$ cat config.mk
export PLATFORM = sky130hd
export DESIGN_NAME = text_readability_grader_unit
export DESIGN_NICKNAME = d
export VERILOG_FILES = /design/src/rtl/core/trg_pkg.sv /design/src/rtl/core/text_readability_grader_unit.sv /design/src/rtl/core/trg_controller.sv /design/src/rtl/core/trg_datapath.sv
export SDC_FILE = /design/constraint.sdc
export NUM_CORES = 1
export LEC_CHECK = 0
export ABC_AREA = 0
export BUFFER_PORTS_ARGS = -buffer_cell sky130_fd_sc_hd__buf_2
export CAP_MARGIN = 25
export CORE_MARGIN = 2
export CORE_UTILIZATION = 55
export DETAILED_ROUTE_END_ITERATION = 8
export PLACE_DENSITY_LB_ADDON = 0.1
export SETUP_SLACK_MARGIN = 0.2
export SYNTH_ARGS = -nofsm -noshare
export SYNTH_HDL_FRONTEND = slang
export SYNTH_SLANG_ARGS = --single-unit
$ cat constraint.sdc
create_clock -name aclk -period 15.3 [get_ports aclk]
set_input_delay 1.53 -clock aclk [delete_from_list [all_inputs] [get_ports aclk]]
set_output_delay 1.53 -clock aclk [all_outputs]
set_load 0.1 [all_outputs]
$ cat src/rtl/core/trg_pkg.sv
package trg_pkg;

    localparam int OUT_W      = 16;
    localparam int GRADE_W    = 5;
    localparam int M_TDATA_W  = 56;
    localparam int S_TDATA_W  = 8;

    localparam logic [7:0] C_TAB      = 8'd9;
    localparam logic [7:0] C_CR       = 8'd13;
    localparam logic [7:0] C_SPACE    = 8'd32;
    localparam logic [7:0] C_UPPER_A  = 8'd65;
    localparam logic [7:0] C_UPPER_Z  = 8'd90;
    localparam logic [7:0] C_LOWER_A  = 8'd97;
    localparam logic [7:0] C_LOWER_Z  = 8'd122;
    localparam logic [7:0] C_PERIOD   = 8'd46;
    localparam logic [7:0] C_BANG     = 8'd33;
    localparam logic [7:0] C_QUESTION = 8'd63;

    localparam int C_LETTER_COEF   = 588;
    localparam int C_SENTENCE_COEF = 2960;
    localparam int C_GRADE_OFFSET  = 1530;
    localparam int C_GRADE_STEP    = 100;
    localparam int C_GRADE_MAX     = 16;

    typedef enum logic [2:0] {
        ST_RUN,
        ST_MUL,
        ST_SUB,
        ST_DIV,
        ST_ADJ,
        ST_GRADE
    } trg_state_t;

    typedef struct packed {
        logic count_en;
        logic snap;
        logic mul_en;
        logic div_load;
        logic div_step;
        logic adj_en;
        logic out_load;
    } trg_cmd_t;

    typedef struct packed {
        logic div_last;
    } trg_sts_t;

endpackage

$ cat src/rtl/core/text_readability_grader_unit.sv
// Text bytes are taken one per cycle while the unit is counting.
// The transaction with tlast set starts the grade computation: s_axis_tready stays low while
// the products, the numerator load, the bit-serial divider, the offset adjust and the output
// register follow in turn, and the result then appears on m_axis_tvalid.
// The result waits in an output register, and counting resumes while it is pending.
// Synchronous active-low reset clears the counters, the state machine and the output valid.
module text_readability_grader_unit
    import trg_pkg::*;
#(
    parameter int COUNT_BITS = 16
) (
    input  logic                 aclk,
    input  logic                 aresetn,
    input  logic                 s_axis_tvalid,
    output logic                 s_axis_tready,
    input  logic [S_TDATA_W-1:0] s_axis_tdata,  // [7:0] char_code
    input  logic                 s_axis_tlast,
    output logic                 m_axis_tvalid,
    input  logic                 m_axis_tready,
    // [15:0] letter_total, [31:16] word_total, [47:32] sentence_total, [52:48] grade
    output logic [M_TDATA_W-1:0] m_axis_tdata,
    output logic                 m_axis_tuser   // [0] no_words
);

    trg_cmd_t cmd;
    trg_sts_t sts;

    trg_controller u_ctrl (
        .aclk          (aclk),
        .aresetn       (aresetn),
        .s_axis_tvalid (s_axis_tvalid),
        .s_axis_tlast  (s_axis_tlast),
        .m_axis_tready (m_axis_tready),
        .sts           (sts),
        .cmd           (cmd),
        .s_axis_tready (s_axis_tready),
        .m_axis_tvalid (m_axis_tvalid)
    );

    trg_datapath #(
        .COUNT_BITS (COUNT_BITS)
    ) u_dp (
        .aclk         (aclk),
        .aresetn      (aresetn),
        .s_axis_tdata (s_axis_tdata),
        .cmd          (cmd),
        .sts          (sts),
        .m_axis_tdata (m_axis_tdata),
        .m_axis_tuser (m_axis_tuser)
    );

endmodule

$ cat src/rtl/core/trg_controller.sv
module trg_controller
    import trg_pkg::*;
(
    input  logic     aclk,
    input  logic     aresetn,
    input  logic     s_axis_tvalid,
    input  logic     s_axis_tlast,
    input  logic     m_axis_tready,
    input  trg_sts_t sts,
    output trg_cmd_t cmd,
    output logic     s_axis_tready,
    output logic     m_axis_tvalid
);

    trg_state_t state_reg, state_next;
    logic       m_valid_reg, m_valid_next;

    always_ff @(posedge aclk) begin
        if (!aresetn) begin
            state_reg   <= ST_RUN;
            m_valid_reg <= 1'b0;
        end else begin
            state_reg   <= state_next;
            m_valid_reg <= m_valid_next;
        end
    end

    always_comb begin
        state_next    = state_reg;
        cmd           = '0;
        s_axis_tready = 1'b0;
        unique case (state_reg)
            ST_RUN: begin
                s_axis_tready = 1'b1;
                cmd.count_en  = s_axis_tvalid;
                cmd.snap      = s_axis_tvalid && s_axis_tlast;
                if (s_axis_tvalid && s_axis_tlast) begin
                    state_next = ST_MUL;
                end
            end
            ST_MUL: begin
                cmd.mul_en = 1'b1;
                state_next = ST_SUB;
            end
            ST_SUB: begin
                cmd.div_load = 1'b1;
                state_next   = ST_DIV;
            end
            ST_DIV: begin
                cmd.div_step = 1'b1;
                if (sts.div_last) begin
                    state_next = ST_ADJ;
                end
            end
            ST_ADJ: begin
                cmd.adj_en = 1'b1;
                state_next = ST_GRADE;
            end
            ST_GRADE: begin
                if (!m_valid_reg || m_axis_tready) begin
                    cmd.out_load = 1'b1;
                    state_next   = ST_RUN;
                end
            end
            default: begin
                state_next = ST_RUN;
            end
        endcase
    end

    always_comb begin
        m_valid_next = m_valid_reg;
        if (cmd.out_load) begin
            m_valid_next = 1'b1;
        end else if (m_axis_tready) begin
            m_valid_next = 1'b0;
        end
    end

    assign m_axis_tvalid = m_valid_reg;

endmodule

$ cat src/rtl/core/trg_datapath.sv
module trg_datapath
    import trg_pkg::*;
#(
    parameter int COUNT_BITS = 16
) (
    input  logic                 aclk,
    input  logic                 aresetn,
    input  logic [S_TDATA_W-1:0] s_axis_tdata,
    input  trg_cmd_t             cmd,
    output trg_sts_t             sts,
    output logic [M_TDATA_W-1:0] m_axis_tdata,
    output logic                 m_axis_tuser
);

    localparam int PL_W  = COUNT_BITS + 10;
    localparam int PS_W  = COUNT_BITS + 12;
    localparam int NUM_W = COUNT_BITS + 13;
    localparam int T_W   = NUM_W + 2;
    localparam int CNT_W = $clog2(NUM_W + 1);
    localparam int PAD_W = M_TDATA_W - 3 * OUT_W - GRADE_W;

    logic [COUNT_BITS-1:0] letter_reg, letter_next;
    logic [COUNT_BITS-1:0] word_reg, word_next;
    logic [COUNT_BITS-1:0] sent_reg, sent_next;
    logic                  inword_reg, inword_next;

    logic [COUNT_BITS-1:0] l_op_reg, w_op_reg, s_op_reg;
    logic [PL_W-1:0]       prod_l_reg;
    logic [PS_W-1:0]       prod_s_reg;
    logic                  neg_reg;
    logic [COUNT_BITS-1:0] rem_reg, rem_next;
    logic [NUM_W-1:0]      quo_reg, quo_next;
    logic [CNT_W-1:0]      cnt_reg;
    logic signed [T_W-1:0] t_reg;

    logic [M_TDATA_W-1:0]  out_data_reg;
    logic                  out_user_reg;

    logic [7:0]            ch;
    logic                  is_letter, is_blank, is_mark;
    logic signed [NUM_W-1:0] num;
    logic [NUM_W-1:0]      num_mag;
    logic [COUNT_BITS:0]   shifted, trial;
    logic signed [NUM_W:0] q_signed;
    logic [GRADE_W-1:0]    grade;
    logic                  no_words;
    logic [OUT_W-1:0]      letter_out, word_out, sent_out;

    function automatic logic [COUNT_BITS-1:0] sat_inc(input logic [COUNT_BITS-1:0] v);
        sat_inc = (&v) ? v : v + 1'b1;
    endfunction

    assign ch        = s_axis_tdata;
    assign is_letter = (ch >= C_UPPER_A && ch <= C_UPPER_Z)
                    || (ch >= C_LOWER_A && ch <= C_LOWER_Z);
    assign is_blank  = (ch == C_SPACE) || (ch >= C_TAB && ch <= C_CR);
    assign is_mark   = (ch == C_PERIOD) || (ch == C_BANG) || (ch == C_QUESTION);

    always_comb begin
        letter_next = is_letter ? sat_inc(letter_reg) : letter_reg;
        sent_next   = is_mark ? sat_inc(sent_reg) : sent_reg;
        word_next   = (!is_blank && !inword_reg) ? sat_inc(word_reg) : word_reg;
        inword_next = !is_blank;
    end

    always_ff @(posedge aclk) begin
        if (!aresetn) begin
            letter_reg <= '0;
            word_reg   <= '0;
            sent_reg   <= '0;
            inword_reg <= 1'b0;
        end else if (cmd.count_en) begin
            if (cmd.snap) begin
                letter_reg <= '0;
                word_reg   <= '0;
                sent_reg   <= '0;
                inword_reg <= 1'b0;
            end else begin
                letter_reg <= letter_next;
                word_reg   <= word_next;
                sent_reg   <= sent_next;
                inword_reg <= inword_next;
            end
        end
    end

    always_ff @(posedge aclk) begin
        if (cmd.snap) begin
            l_op_reg <= letter_next;
            w_op_reg <= word_next;
            s_op_reg <= sent_next;
        end
    end

    always_ff @(posedge aclk) begin
        if (cmd.mul_en) begin
            prod_l_reg <= PL_W'(l_op_reg) * PL_W'(C_LETTER_COEF);
            prod_s_reg <= PS_W'(s_op_reg) * PS_W'(C_SENTENCE_COEF);
        end
    end

    assign num     = $signed(NUM_W'(prod_l_reg)) - $signed(NUM_W'(prod_s_reg));
    assign num_mag = num[NUM_W-1] ? NUM_W'(-num) : NUM_W'(num);

    // Restoring division of the numerator magnitude by the word count, one bit per cycle.
    assign shifted = {rem_reg, quo_reg[NUM_W-1]};
    assign trial   = shifted - {1'b0, w_op_reg};

    always_comb begin
        if (!trial[COUNT_BITS]) begin
            rem_next = trial[COUNT_BITS-1:0];
            quo_next = {quo_reg[NUM_W-2:0], 1'b1};
        end else begin
            rem_next = shifted[COUNT_BITS-1:0];
            quo_next = {quo_reg[NUM_W-2:0], 1'b0};
        end
    end

    always_ff @(posedge aclk) begin
        if (!aresetn) begin
            cnt_reg <= '0;
        end else if (cmd.div_load) begin
            cnt_reg <= CNT_W'(NUM_W);
        end else if (cmd.div_step) begin
            cnt_reg <= cnt_reg - 1'b1;
        end
    end

    always_ff @(posedge aclk) begin
        if (cmd.div_load) begin
            neg_reg <= num[NUM_W-1];
            rem_reg <= '0;
            quo_reg <= num_mag;
        end else if (cmd.div_step) begin
            rem_reg <= rem_next;
            quo_reg <= quo_next;
        end
    end

    assign sts.div_last = (cnt_reg == CNT_W'(1));

    assign q_signed = neg_reg ? -$signed({1'b0, quo_reg}) : $signed({1'b0, quo_reg});

    always_ff @(posedge aclk) begin
        if (cmd.adj_en) begin
            t_reg <= T_W'(q_signed) - $signed(T_W'(C_GRADE_OFFSET));
        end
    end

    always_comb begin
        grade = '0;
        if (!t_reg[T_W-1]) begin
            for (int k = 1; k <= C_GRADE_MAX; k++) begin
                if (t_reg >= $signed(T_W'(C_GRADE_STEP * k))) begin
                    grade = GRADE_W'(k);
                end
            end
        end
    end

    assign no_words = (w_op_reg == '0);

    generate
        if (COUNT_BITS > OUT_W) begin : g_clip
            assign letter_out = (|l_op_reg[COUNT_BITS-1:OUT_W]) ? '1 : l_op_reg[OUT_W-1:0];
            assign word_out   = (|w_op_reg[COUNT_BITS-1:OUT_W]) ? '1 : w_op_reg[OUT_W-1:0];
            assign sent_out   = (|s_op_reg[COUNT_BITS-1:OUT_W]) ? '1 : s_op_reg[OUT_W-1:0];
        end else begin : g_extend
            assign letter_out = OUT_W'(l_op_reg);
            assign word_out   = OUT_W'(w_op_reg);
            assign sent_out   = OUT_W'(s_op_reg);
        end
    endgenerate

    always_ff @(posedge aclk) begin
        if (cmd.out_load) begin
            out_data_reg <= {{PAD_W{1'b0}}, (no_words ? GRADE_W'(0) : grade),
                             sent_out, word_out, letter_out};
            out_user_reg <= no_words;
        end
    end

    assign m_axis_tdata = out_data_reg;
    assign m_axis_tuser = out_user_reg;

endmodule

==> results_dict.tcl <==
set metrics [dict create \
    timing.critical_path.fanout_max 6 \
    antennaDiodeCount 0 \
    pwr-share-comb 0.426 \
    place.gp.congestion 0.850 \
    ctsHtreeMaxLevel 2 \
    synth_ff_type "edfxtp_1" \
    global_route_wire_length_before_repair_um 71400 \
    post_synthesis_cell_area_um2 20200 \
    fillerInstances 3101 \
    layout.cells.non_filler 2599 \
    synth_sequential_area_ratio 0.383 \
    worst-slew-pin-transition_ns 0.967 \
    fin_nets 2366 \
    initial_cell_density_of_the_core 0.556 \
    vias_in_the_first_global_route 14600 \
    largest_register_ffs 53 \
    number_of_failing_hold_endpoints_at_the_final_stage 0 \
    post-cts-setup-buffer-count 0 \
    cts_root_buffer "clkbuf_16" \
    finalSetupTns_ns 0 \
    power_per_cell_area_nw_per_um2 141 \
    post_synth_inst_count 2061 \
    share_seq_of_total_power 0.320 \
    synth_async_sr_flop_share 0 \
    wl_um 42700 \
    cts_tree "built" \
    slew_violations 0 \
    clockBufferDepth 3 \
    timing.final.crit_period_ns 4.92 \
    ctsResizeCount 0 \
    seq_area_um2 7760 \
    area_enclosed_by_the_die_boundary_um2 38400 \
    number_of_cts_inserted_buffers 34 \
    final.hold.worst_slack_ns 0.486 \
    clk-insertion-delay-late_ns 0.54 \
    placement.cell_area_um2 21000 \
    yosys_warnings 0 \
    clock_network_fraction_of_total_power 0.254 \
    timing.critical_path.required_ns 15.59 \
    synthDistinctLibCells 93 \
    yosys_register_bits 283 \
    hold_path_class "reg -> reg" \
    synth-edff-count 209 \
    run_status "completed" \
    switching_power_uw 1140 \
    drtAntennaViolNets 0 \
    power.share.switching 0.367 \
    vias_per_cell 5.69 \
    leakage_uw 0.00913 \
    die_x_um 196 \
    peakVddDrop_v 0.0000815 \
    postLayoutCellArea_um2 22100 \
    syn2layout_area_growth_pct 9.08 \
    cts-hold-fix-buffers 0 \
    clkTransAtPathRegs_ns 0.06 \
    arrival_worst_endpoint_ns 5.20 \
    finalCritPeriodShare 0.321 \
    grt_antenna_before_repair 0 \
    grt_max_degree 59 \
    post-route-util 0.606 \
    globalRouteOverflowTotal 0 \
    route.detailed.wl_per_inst_um 16.4 \
    drc 0 \
    pin_count 72 \
    maxSlewHeadroom 0.354 \
    setup_viol_count_final 0 \
    dp.cells 2537 \
    grt_util_all_layers 0.228 \
    clock_sinks 283 \
    post_detailed_placement_half_perimeter_wirelength_um 32100 \
    floorplan.core_area_um2 36400 \
    multi_input_comb_area_um2 11400 \
    portBuffers 68 \
    drt_iter0_markers 851 \
    vias 14800 \
    skew_ns 0.0162 \
    cap_violations 0 \
    share_of_final_layout_standard_cells_stronger_than_drive_strength_1 0.0845 \
    setup_repair_after_global_routing_missed_its_margin "no" \
    chipHeight_um 196 \
    worst-setup-path-type "reg -> reg" \
    critPathCaptureType "flip-flop" \
    worstSetupStartpointType "flip-flop" \
    detailedRoute.firstPassIterationCount 6 \
    post_synth.cell_area_avg_um2 9.82 \
    intPower_uw 1970 \
    max_clk_rate_ghz 0.203 \
    rows 70 \
]
synth_stat cells, types with 18 or more instances:
cell,instances,share of area
or3_1,20,0.0062
dfxtp_1,74,0.073
ha_1,185,0.11
a21o_1,26,0.0096
nor2b_1,45,0.014
xor2_1,65,0.028
nand3b_1,18,0.0067
inv_1,215,0.040
nand2_1,153,0.028
a21oi_1,95,0.023
nor4_1,20,0.0062
nor2_1,126,0.023
mux2i_1,18,0.0089
fa_1,63,0.062
and2_1,24,0.0074
a22oi_1,24,0.0089
clkbuf_1,59,0.011
nor3_1,37,0.0091
edfxtp_1,209,0.31
and3_1,25,0.0077
o31ai_1,21,0.0078
o21ai_0,125,0.031
nand3_1,43,0.011
a21boi_0,27,0.010
xnor2_1,102,0.044
cell families (layout without fill, tap and decap cells):
kind of cell,Yosys count,after routing,synth area share
AOI/OAI and AO/OA,437,437,0.138
xor gates and xnor gates,169,169,0.0738
adders and majority gates,248,248,0.177
buffers and inverters,288,356,0.0552
DFF,283,283,0.383
muxes,30,30,0.0158
other,1,3,0.000185
and+or+nand+nor,605,605,0.157
routing by layer:
metal | wire length [um] | global-route usage
met3 | 2000 | 0.0366
met4 | 727 | 0.0592
met2 | 19500 | 0.370
met1 | 20500 | 0.321
met5 | 0 | 0
cell type report:
| cell class | instances | share of cell area |
|---|---|---|
| Multi-Input combinational cell | 1492 | 0.517 |
| Sequential cell | 283 | 0.351 |
| Clock buffer | 43 | 0.0419 |
| Inverter | 216 | 0.0367 |
| Tap cell | 468 | 0.0265 |
| Timing Repair Buffer | 78 | 0.0191 |
| Clock inverter | 19 | 0.00793 |
path summary, 6_finish.rpt:
path	from	to	slack [ns]	depth (start not counted)
hold reg to reg	u_dp.rem_reg[13]	u_dp.rem_reg[13]	0.49	2
hold / removal	u_dp.rem_reg[13]	u_dp.rem_reg[13]	0.49	2
setup / recovery	u_dp.s_op_reg[2]	u_dp.prod_s_reg[21]	10.38	17
setup reg to reg	u_dp.s_op_reg[2]	u_dp.prod_s_reg[21]	10.38	17
stage by stage:
stage / total power, uW / worst slack, ns
after floorplan: 2060 / 10.42
after global placement: 2310 / 10.56
after detailed placement: 2340 / 10.45
after CTS: 3140 / 10.40
after global routing: 3350 / 10.20
final: 3120 / 10.38
worst max-delay path: stages, from the launching register on:
cell and delay [ns]:
edfxtp_1 0.51, ha_1 0.35, ha_1 0.28, inv_1 0.06
fa_1 0.50, fa_1 0.55, inv_1 0.07, fa_1 0.47
a21o_1 0.18, a21oi_1 0.23, o21bai_1 0.09, a21oi_1 0.24
o21bai_1 0.09, a21oi_1 0.36, nor2b_1 0.09, o21a_1 0.19
o41ai_1 0.31, xnor2_1 0.11
layout by cell type, fill, tap and decap left out, drive strengths merged, types with 17 or more instances in the layout:
| cell | n |
|---|---|
| or3 | 20 |
| a22oi | 24 |
| inv | 219 |
| clkbuf | 43 |
| a21o | 26 |
| a31oi | 17 |
| nand3 | 44 |
| nand3b | 18 |
| and2 | 24 |
| o31ai | 21 |
| fa | 63 |
| buf | 78 |
| nand2b | 17 |
| nor4 | 22 |
| dfxtp | 74 |
| xnor2 | 104 |
| a21boi | 28 |
| o21ai | 129 |
| mux2i | 18 |
| nor2b | 45 |
| a21oi | 97 |
| xor2 | 65 |
| nor2 | 126 |
| edfxtp | 209 |
| and3 | 25 |
| nand2 | 153 |
| nor3 | 39 |
| ha | 185 |
power by group through the flow:
stage / clock network, uW / logic, uW / registers, uW
after floorplan: 0 / 1080 / 986
after global placement: 0 / 1300 / 1010
after detailed placement: 0 / 1320 / 1010
after CTS: 808 / 1330 / 996
after global routing: 838 / 1510 / 1000
final: 792 / 1330 / 996
(Power assumes the default switching activity.)
